### config.mk
export PLATFORM = sky130hd
export DESIGN_NAME = damped_resonator_step
export DESIGN_NICKNAME = d
export VERILOG_FILES = /design/src/hdl/drs_pkg.sv /design/src/hdl/drs_coef_regs.sv /design/src/hdl/drs_datapath.sv /design/src/hdl/damped_resonator_step.sv
export SDC_FILE = /design/constraint.sdc
export NUM_CORES = 2
export LEC_CHECK = 0
export ABC_AREA = 1
export BUFFER_PORTS_ARGS = -buffer_cell sky130_fd_sc_hd__buf_2
export CAP_MARGIN = 20
export CORE_ASPECT_RATIO = 1.4
export CORE_UTILIZATION = 48
export CTS_BUF_LIST = sky130_fd_sc_hd__clkbuf_4
export DETAILED_ROUTE_END_ITERATION = 10
export GPL_TIMING_DRIVEN = 0
export PLACE_DENSITY = 0.73
export SLEW_MARGIN = 25
export SYNTH_ARGS = -nofsm -noshare
export SYNTH_HDL_FRONTEND = slang
export SYNTH_SLANG_ARGS = --single-unit
### constraint.sdc
create_clock -name clk -period 10.6 [get_ports clk]
set_input_delay 1.06 -clock clk [delete_from_list [all_inputs] [get_ports clk]]
set_output_delay 1.06 -clock clk [all_outputs]
set_load 0.005 [all_outputs]
### src/hdl/drs_pkg.sv
`timescale 1ns / 1ps
// ============================================================================
// drs_pkg: shared types and constants for the damped resonator
// widths of the coefficient, drive and state words, register indexes and the
// coefficient bundle handed from the register file to the datapath
// ============================================================================
package drs_pkg;

	localparam int STATE_W   = 32;
	localparam int COEF_W    = 22;
	localparam int DRIVE_W   = 18;
	localparam int CFG_IDX_W = 2;

	localparam int DEF_UPDATE_SHIFT = 4;
	localparam int DEF_STATE_SHIFT  = 16;

	// configuration register indexes
	localparam logic [CFG_IDX_W-1:0] CFG_DAMPING  = 2'd0;
	localparam logic [CFG_IDX_W-1:0] CFG_ROTATION = 2'd1;
	localparam logic [CFG_IDX_W-1:0] CFG_DRIVE    = 2'd2;

	typedef struct packed {
		logic signed [COEF_W-1:0] damp;
		logic signed [COEF_W-1:0] rot;
		logic signed [COEF_W-1:0] gain;
	} coef_t;

endpackage

### src/hdl/drs_coef_regs.sv
`timescale 1ns / 1ps
// ============================================================================
// drs_coef_regs: coefficient register file
// three signed coefficient registers written over the config channel,
// writes to an unused index are dropped
// ============================================================================
module drs_coef_regs
	import drs_pkg::*;
(
	input  logic                 clk,
	input  logic                 arst_n,
	input  logic                 wr_en,
	input  logic [CFG_IDX_W-1:0] wr_index,
	input  logic [COEF_W-1:0]    wr_data,
	output coef_t                coef
);

	coef_t coef_q;

	always_ff @(posedge clk or negedge arst_n) begin
		if (!arst_n) begin
			coef_q <= '0;
		end else if (wr_en) begin
			unique case (wr_index)
				CFG_DAMPING:  coef_q.damp <= wr_data;
				CFG_ROTATION: coef_q.rot  <= wr_data;
				CFG_DRIVE:    coef_q.gain <= wr_data;
				default:      coef_q      <= coef_q;
			endcase
		end
	end

	assign coef = coef_q;

endmodule

### src/hdl/drs_datapath.sv
`timescale 1ns / 1ps
// ============================================================================
// drs_datapath: one resonator update
// five coefficient products on the upper state bits and the drive, two
// wrapping sums, arithmetic scaling and the add into each state
// ============================================================================
module drs_datapath
	import drs_pkg::*;
#(
	parameter int UPDATE_SHIFT = DEF_UPDATE_SHIFT,
	parameter int STATE_SHIFT  = DEF_STATE_SHIFT
) (
	input  coef_t                      coef,
	input  logic signed [DRIVE_W-1:0]  drive,
	input  logic signed [STATE_W-1:0]  state_a,
	input  logic signed [STATE_W-1:0]  state_b,
	output logic signed [STATE_W-1:0]  next_a,
	output logic signed [STATE_W-1:0]  next_b
);

	localparam int HI_W = STATE_W - STATE_SHIFT;

	logic signed [HI_W-1:0]    hi_a, hi_b;
	logic signed [STATE_W-1:0] ha_x, hb_x, d_x, w_x, f_x, drv_x;
	logic signed [STATE_W-1:0] p_da, p_wb, p_fd, p_wa, p_db;
	logic signed [STATE_W-1:0] sum_a, sum_b;

	// upper state bits, i.e. state >>> STATE_SHIFT
	assign hi_a = state_a[STATE_W-1:STATE_SHIFT];
	assign hi_b = state_b[STATE_W-1:STATE_SHIFT];

	assign ha_x  = {{STATE_SHIFT{hi_a[HI_W-1]}}, hi_a};
	assign hb_x  = {{STATE_SHIFT{hi_b[HI_W-1]}}, hi_b};
	assign d_x   = {{(STATE_W-COEF_W){coef.damp[COEF_W-1]}}, coef.damp};
	assign w_x   = {{(STATE_W-COEF_W){coef.rot[COEF_W-1]}}, coef.rot};
	assign f_x   = {{(STATE_W-COEF_W){coef.gain[COEF_W-1]}}, coef.gain};
	assign drv_x = {{(STATE_W-DRIVE_W){drive[DRIVE_W-1]}}, drive};

	// products keep the low word only, wrapping like 32-bit integers
	assign p_da = d_x * ha_x;
	assign p_wb = w_x * hb_x;
	assign p_fd = f_x * drv_x;
	assign p_wa = w_x * ha_x;
	assign p_db = d_x * hb_x;

	assign sum_a = p_wb + p_fd - p_da;
	assign sum_b = '0 - p_wa - p_db;

	assign next_a = state_a + (sum_a >>> UPDATE_SHIFT);
	assign next_b = state_b + (sum_b >>> UPDATE_SHIFT);

endmodule

### src/hdl/damped_resonator_step.sv
`timescale 1ns / 1ps
// ============================================================================
// damped_resonator_step: fixed-point damped second-order resonator
// coupled state-space form: each drive beat advances states a and b and
// returns both updated states as one result beat
// ============================================================================
//
// channel  direction  handshake             payload
// -------  ---------  --------------------  ------------------------------
// in       sink       in_valid / in_ready   drive (18b signed)
// out      source     out_valid / out_ready out_a, out_b (32b signed)
// cfg      sink       cfg_valid / cfg_ready cfg_index (2b), cfg_data (22b)
//
// path: drive beat -> input register -> state, which is the result register
// throughput: one beat per cycle while results are taken, bounded by the
//   state feedback loop through the five multipliers in drs_datapath
// stalls: a held result stops the state, the input register then fills and
//   in_ready drops; nothing is lost or repeated
// reset: coefficients and both states clear to zero, no clearing pass
// cfg_ready is always high; the user must write coefficients only while idle,
// and the block itself does not enforce it
module damped_resonator_step
	import drs_pkg::*;
#(
	parameter int UPDATE_SHIFT = DEF_UPDATE_SHIFT,
	parameter int STATE_SHIFT  = DEF_STATE_SHIFT
) (
	input  logic                        clk,
	input  logic                        arst_n,
	// drive beats
	input  logic                        in_valid,
	output logic                        in_ready,
	input  logic signed [DRIVE_W-1:0]   drive,
	// result beats
	output logic                        out_valid,
	input  logic                        out_ready,
	output logic signed [STATE_W-1:0]   out_a,
	output logic signed [STATE_W-1:0]   out_b,
	// coefficient writes
	input  logic                        cfg_valid,
	output logic                        cfg_ready,
	input  logic [CFG_IDX_W-1:0]        cfg_index,
	input  logic [COEF_W-1:0]           cfg_data
);

	coef_t coef;

	// input register
	logic                       valid_s1;
	logic signed [DRIVE_W-1:0]  drive_s1;

	// resonator state doubles as the result register
	logic                       out_valid_q;
	logic signed [STATE_W-1:0]  state_a_q, state_b_q;
	logic signed [STATE_W-1:0]  next_a, next_b;

	logic out_free;
	logic advance;

	assign cfg_ready = 1'b1;

	drs_coef_regs u_coef_regs (
		.clk      (clk),
		.arst_n   (arst_n),
		.wr_en    (cfg_valid & cfg_ready),
		.wr_index (cfg_index),
		.wr_data  (cfg_data),
		.coef     (coef)
	);

	drs_datapath #(
		.UPDATE_SHIFT (UPDATE_SHIFT),
		.STATE_SHIFT  (STATE_SHIFT)
	) u_datapath (
		.coef    (coef),
		.drive   (drive_s1),
		.state_a (state_a_q),
		.state_b (state_b_q),
		.next_a  (next_a),
		.next_b  (next_b)
	);

	// result slot is free once the held beat is taken
	assign out_free = !out_valid_q || out_ready;
	// the buffered drive beat commits to the state
	assign advance  = valid_s1 && out_free;
	assign in_ready = !valid_s1 || out_free;

	always_ff @(posedge clk or negedge arst_n) begin
		if (!arst_n) begin
			valid_s1 <= 1'b0;
		end else if (in_ready) begin
			valid_s1 <= in_valid;
		end
	end

	always_ff @(posedge clk) begin
		if (in_valid && in_ready) begin
			drive_s1 <= drive;
		end
	end

	always_ff @(posedge clk or negedge arst_n) begin
		if (!arst_n) begin
			out_valid_q <= 1'b0;
		end else if (out_free) begin
			out_valid_q <= valid_s1;
		end
	end

	// state is reset control: its zero value is the starting point
	always_ff @(posedge clk or negedge arst_n) begin
		if (!arst_n) begin
			state_a_q <= '0;
			state_b_q <= '0;
		end else if (advance) begin
			state_a_q <= next_a;
			state_b_q <= next_b;
		end
	end

	assign out_valid = out_valid_q;
	assign out_a     = state_a_q;
	assign out_b     = state_b_q;

	// state moves only when a drive beat commits
	a_state_hold : assert property (@(posedge clk) disable iff (!arst_n)
		!advance |=> $stable(state_a_q) && $stable(state_b_q))
		else $error("resonator state changed without a committed beat");

	// a committed beat always shows up as a result
	a_commit_result : assert property (@(posedge clk) disable iff (!arst_n)
		advance |=> out_valid_q)
		else $error("committed beat produced no result");

	// an empty input register never blocks the input
	a_ready_empty : assert property (@(posedge clk) disable iff (!arst_n)
		!valid_s1 |-> in_ready)
		else $error("input stalled with empty input register");

	// an accepted drive beat lands in the input register
	a_accept_fill : assert property (@(posedge clk) disable iff (!arst_n)
		in_valid && in_ready |=> valid_s1)
		else $error("accepted drive beat was dropped");

endmodule

==> results.txt <==
----------------------------------------------------
[Clock network]
  Clock H-tree levels ... 4
  Cell chosen for the clock root ... sky130_fd_sc_hd__clkbuf_4
  CTS sink count ... 150
  CTS buffer count ... 17
  Clock insertion delay at the later pin of the skew report ... between 1 and 1.5 ns
  Deepest clock path buffer count ... 2
  TritonCTS clock tree ... yes
  Clock-pin slew of the registers on the worst-case setup and hold paths ... around 0.20 ns

[Timing]
  Pin slew with the least headroom to its limit ... 1.21 ns
  Achievable frequency ... between 90 and 100 MHz
  Final setup violation count ... 0
  Skew final ... approximately 0.086 ns
  Total count of max-transition violations in the final report ... 0
  Min Clock Period, post-route ... ~11 ns
  Relative slew margins ... 0.191
  Number of hold violations in the final report ... 0
  RSZ-0062 raised after global routing ... true
  Period Utilization, post-route ... 0.996

[Worst setup path]
  Kind of capture point of the worst setup path ... flop
  Destination of the worst register-to-register timing path ... out_a[31]$_DFFE_PN0P_
  Launch instance of the worst register-to-register path ... u_coef_regs.coef[35]$_DFFE_PN0P_
  Critical path class ... reg2reg
  Worst setup path startpoint ... u_coef_regs.coef[35]$_DFFE_PN0P_
  Count of cells along the worst register-to-register path ... 36
  Slowest library cell on the worst path ... sky130_fd_sc_hd__dfrtp_1
  Critical path arrival ... ~12 ns
  Startpoint types ... flop
  Critical path peak fanout ... 10
  Peak per-stage delay on the critical path ... ~0.82 ns
  Crit path top cell by count ... sky130_fd_sc_hd__fa_1
  Minimum setup slack among reg-to-reg paths ... approximately 0.046 ns
  Required time of the worst setup path ... between 10 and 15 ns

[Placed design]
  Gpl congestion ... between 1 and 1.5
  Number of port buffers ... around 110
  Total placed instance area ... 70800 µm²
  Post-detail-place hpwl ... ~250000 µm

[Routing]
  Detail Route Antenna Nets ... 0
  Routed WL ... approximately 310000 µm
  Count of unresolved DRC violations after routing ... 0
  Detailed-route wire length per cell ... ~30 µm
  M1 WL ... around 100000 µm
  Routed length on met2 ... between 100000 and 150000 µm
  Detail Route met3 WL ... 25500 µm
  Uppermost metal layer occupied by signal nets ... met5
  Drt pass-1 iters ... 8
  Number of violations reported at the end of detailed-routing iteration 0 ... approximately 5000
  Via-per-instance ratio ... 5.42
  Overall via count from detail_route ... about 56000

[Yosys]
  Most area-hungry cell type in the Yosys netlist ... sky130_fd_sc_hd__fa_1
  Sequential element share of the synthesized area ... 0.0569
  Area of the mapped netlist ... approximately 68000 µm²
  Commonest cells in the synthesized netlist ... 2678 x sky130_fd_sc_hd__inv_1, 2161 x sky130_fd_sc_hd__nand2_1, 1669 x sky130_fd_sc_hd__fa_1
  Fraction of registers with async set or reset after synthesis ... 0.880
  Net count after synthesis ... 10500
  Cell with the most instances after synthesis ... sky130_fd_sc_hd__inv_1
  Dominant cells by area after synthesis ... sky130_fd_sc_hd__fa_1 49%, sky130_fd_sc_hd__inv_1 15%, sky130_fd_sc_hd__nand2_1 12%, sky130_fd_sc_hd__ha_1 7.9%, sky130_fd_sc_hd__dfrtp_1 4.9%
  Mean Syn Cell Area ... 8.06 µm²
  Yosys top cell area share ... 0.495
  Yosys cell types ... 60
  Number of flip-flops and latches in the synthesized netlist ... 150
  Post-Synthesis Cells ... between 8000 and 9000
  Yosys warns ... 0
  Most instantiated flip-flop cell in the synthesis netlist ... sky130_fd_sc_hd__dfrtp_1
  Post-synth EDFFs ... 18

[Global routing]
  Vias in the first global route ... 59800
  Aggregate global routing overflow ... 0
  Pin count of the biggest net entering global routing ... 73
  Aggregate global-route resource usage ... 0.443
  First-pass GRT wire length ... between 400000 and 500000 µm
  Number of antenna violations at the first check in global routing ... 24

[Floorplanning]
  Starting density of the core ... 0.484
  Placeable core region ... ~140000 µm²
  Chip Width ... 319 µm
  Num rows ... between 150 and 200
  Overall die height ... 446 µm
  Total die area ... between 100000 and 150000 µm²
  IO Count ... about 110

[Hold path]
  Tightest Hold Check Type ... in2reg
  Cells on Worst Hold Path ... 1
  Hold path startpoint ... drive[10]
  Hold-critical path endpoint ... drive_s1[10]$_DFFE_PP_

[Flow run]
  # Max-Cap Violations ... 0

[Cells and area]
  Net count, final ... 10600
  Syn-to-layout area delta ... 6.00%
  Final instance area ... 71600 µm²
  Share of layout cells above drive strength 1 ... 0.0643

[Run status]
  Run status ... finished, final reports clean

----------------------------------------------------
-- per-layer routing --
layer	vias to the layer above	GRT usage
met5	-	0.00410
met4	11	0.397
met3	1072	0.105
met2	2868	0.718
met1	28600	0.486
li1	23500	-
-- layout by cell type, fill, tap and decap left out, types with 15 or more instances in the layout --
cell	synthesis	final
sky130_fd_sc_hd__a21o_1	17	17
sky130_fd_sc_hd__a21oi_1	112	107
sky130_fd_sc_hd__buf_2	18	143
sky130_fd_sc_hd__buf_4	8	24
sky130_fd_sc_hd__clkbuf_1	353	111
sky130_fd_sc_hd__clkbuf_2	0	168
sky130_fd_sc_hd__clkbuf_4	0	53
sky130_fd_sc_hd__dfrtp_1	132	124
sky130_fd_sc_hd__edfxtp_1	18	18
sky130_fd_sc_hd__fa_1	1669	1667
sky130_fd_sc_hd__ha_1	424	420
sky130_fd_sc_hd__inv_1	2678	2674
sky130_fd_sc_hd__nand2_1	2161	2158
sky130_fd_sc_hd__nand3_1	104	103
sky130_fd_sc_hd__nand3b_1	15	15
sky130_fd_sc_hd__nor2_1	165	165
sky130_fd_sc_hd__nor3_1	24	24
sky130_fd_sc_hd__o21ai_0	160	160
sky130_fd_sc_hd__or2_2	25	25
sky130_fd_sc_hd__xnor2_1	71	71
sky130_fd_sc_hd__xor2_1	58	55
-- logic make-up (layout without fill, tap and decap cells) --
group	after synthesis	after routing	share of synthesized area
buf+inv	3100	3237	0.173
simple gates	2535	2535	0.147
fa+ha+maj	2093	2093	0.573
compound gates	368	368	0.0315
flops	150	150	0.0569
xor+xnor	132	132	0.0177
other cells	1	15	0.0000555
-- what timing repair did --
action | CTS | global route
gates resized for setup | 183 | 142
setup buffers | 1 | 0
setup endpoints to repair | 21 | 15
endpoints found under the hold margin | 60 | 0
hold buffers | 1 | 0
-- critical path, delay by kind of cell (launching register included) --
family | cells | cell delay (ns)
and+or+nand+nor | 11 | 1.62
buffers and inverters | 8 | 1.03
DFF | 1 | 0.82
adders and majority gates | 11 | 5.52
AOI/OAI and AO/OA | 6 | 1.52
-- how the worst max path moves through the flow --
stage                     depth (start not counted)  slack (ns)               endpoint
after floorplan                                  37        1.95  out_a[25]$_DFFE_PN0P_
after global placement                           31       -2.17  out_a[30]$_DFFE_PN0P_
after detailed placement                         36       -1.44  out_a[31]$_DFFE_PN0P_
after CTS                                        39      -0.004  out_a[31]$_DFFE_PN0P_
after global routing                             37        -0.1  out_a[31]$_DFFE_PN0P_
final                                            36        0.05  out_a[31]$_DFFE_PN0P_
-- metrics by stage --
stage	TNS, ns	hold WS (ns)	cells	utilization	setup WS [ns]
floorplan	0	0.495	8379	-	1.95
global placement	-31.05	0.496	10300	0.504	-2.17
detailed placement	-10.44	0.508	10300	0.507	-1.44
CTS	-0.00437	0.161	10300	0.512	-0.00437
global route	-0.0960	0.183	10300	0.513	-0.0960
finish	0	0.217	10300	0.513	0.0457
-- sequential cells by signal, indices dropped and copies added, names as in the netlist --
register and count:
valid_s1 1, out_b 32, out_valid 1, u_coef_regs.coef 66, drive_s1 18, out_a 32
-- cell type report --
cell class / count / area, µm²
flip-flops and latches: 150 / 3860
inverters: 2685 / 10100
well taps: 1804 / 2260
multi-input cells: 5129 / 52100
diodes: 14 / 35.0
clock buffers: 18 / 135
clock inverters: 14 / 186
repair buffers: 123 / 821
plain buffers: 397 / 2110
fillers: 13600 / 67900
Power is left out: the tool's default activity adds up to more than one toggle a clock period on the data nets, which glitch-free logic cannot reach.
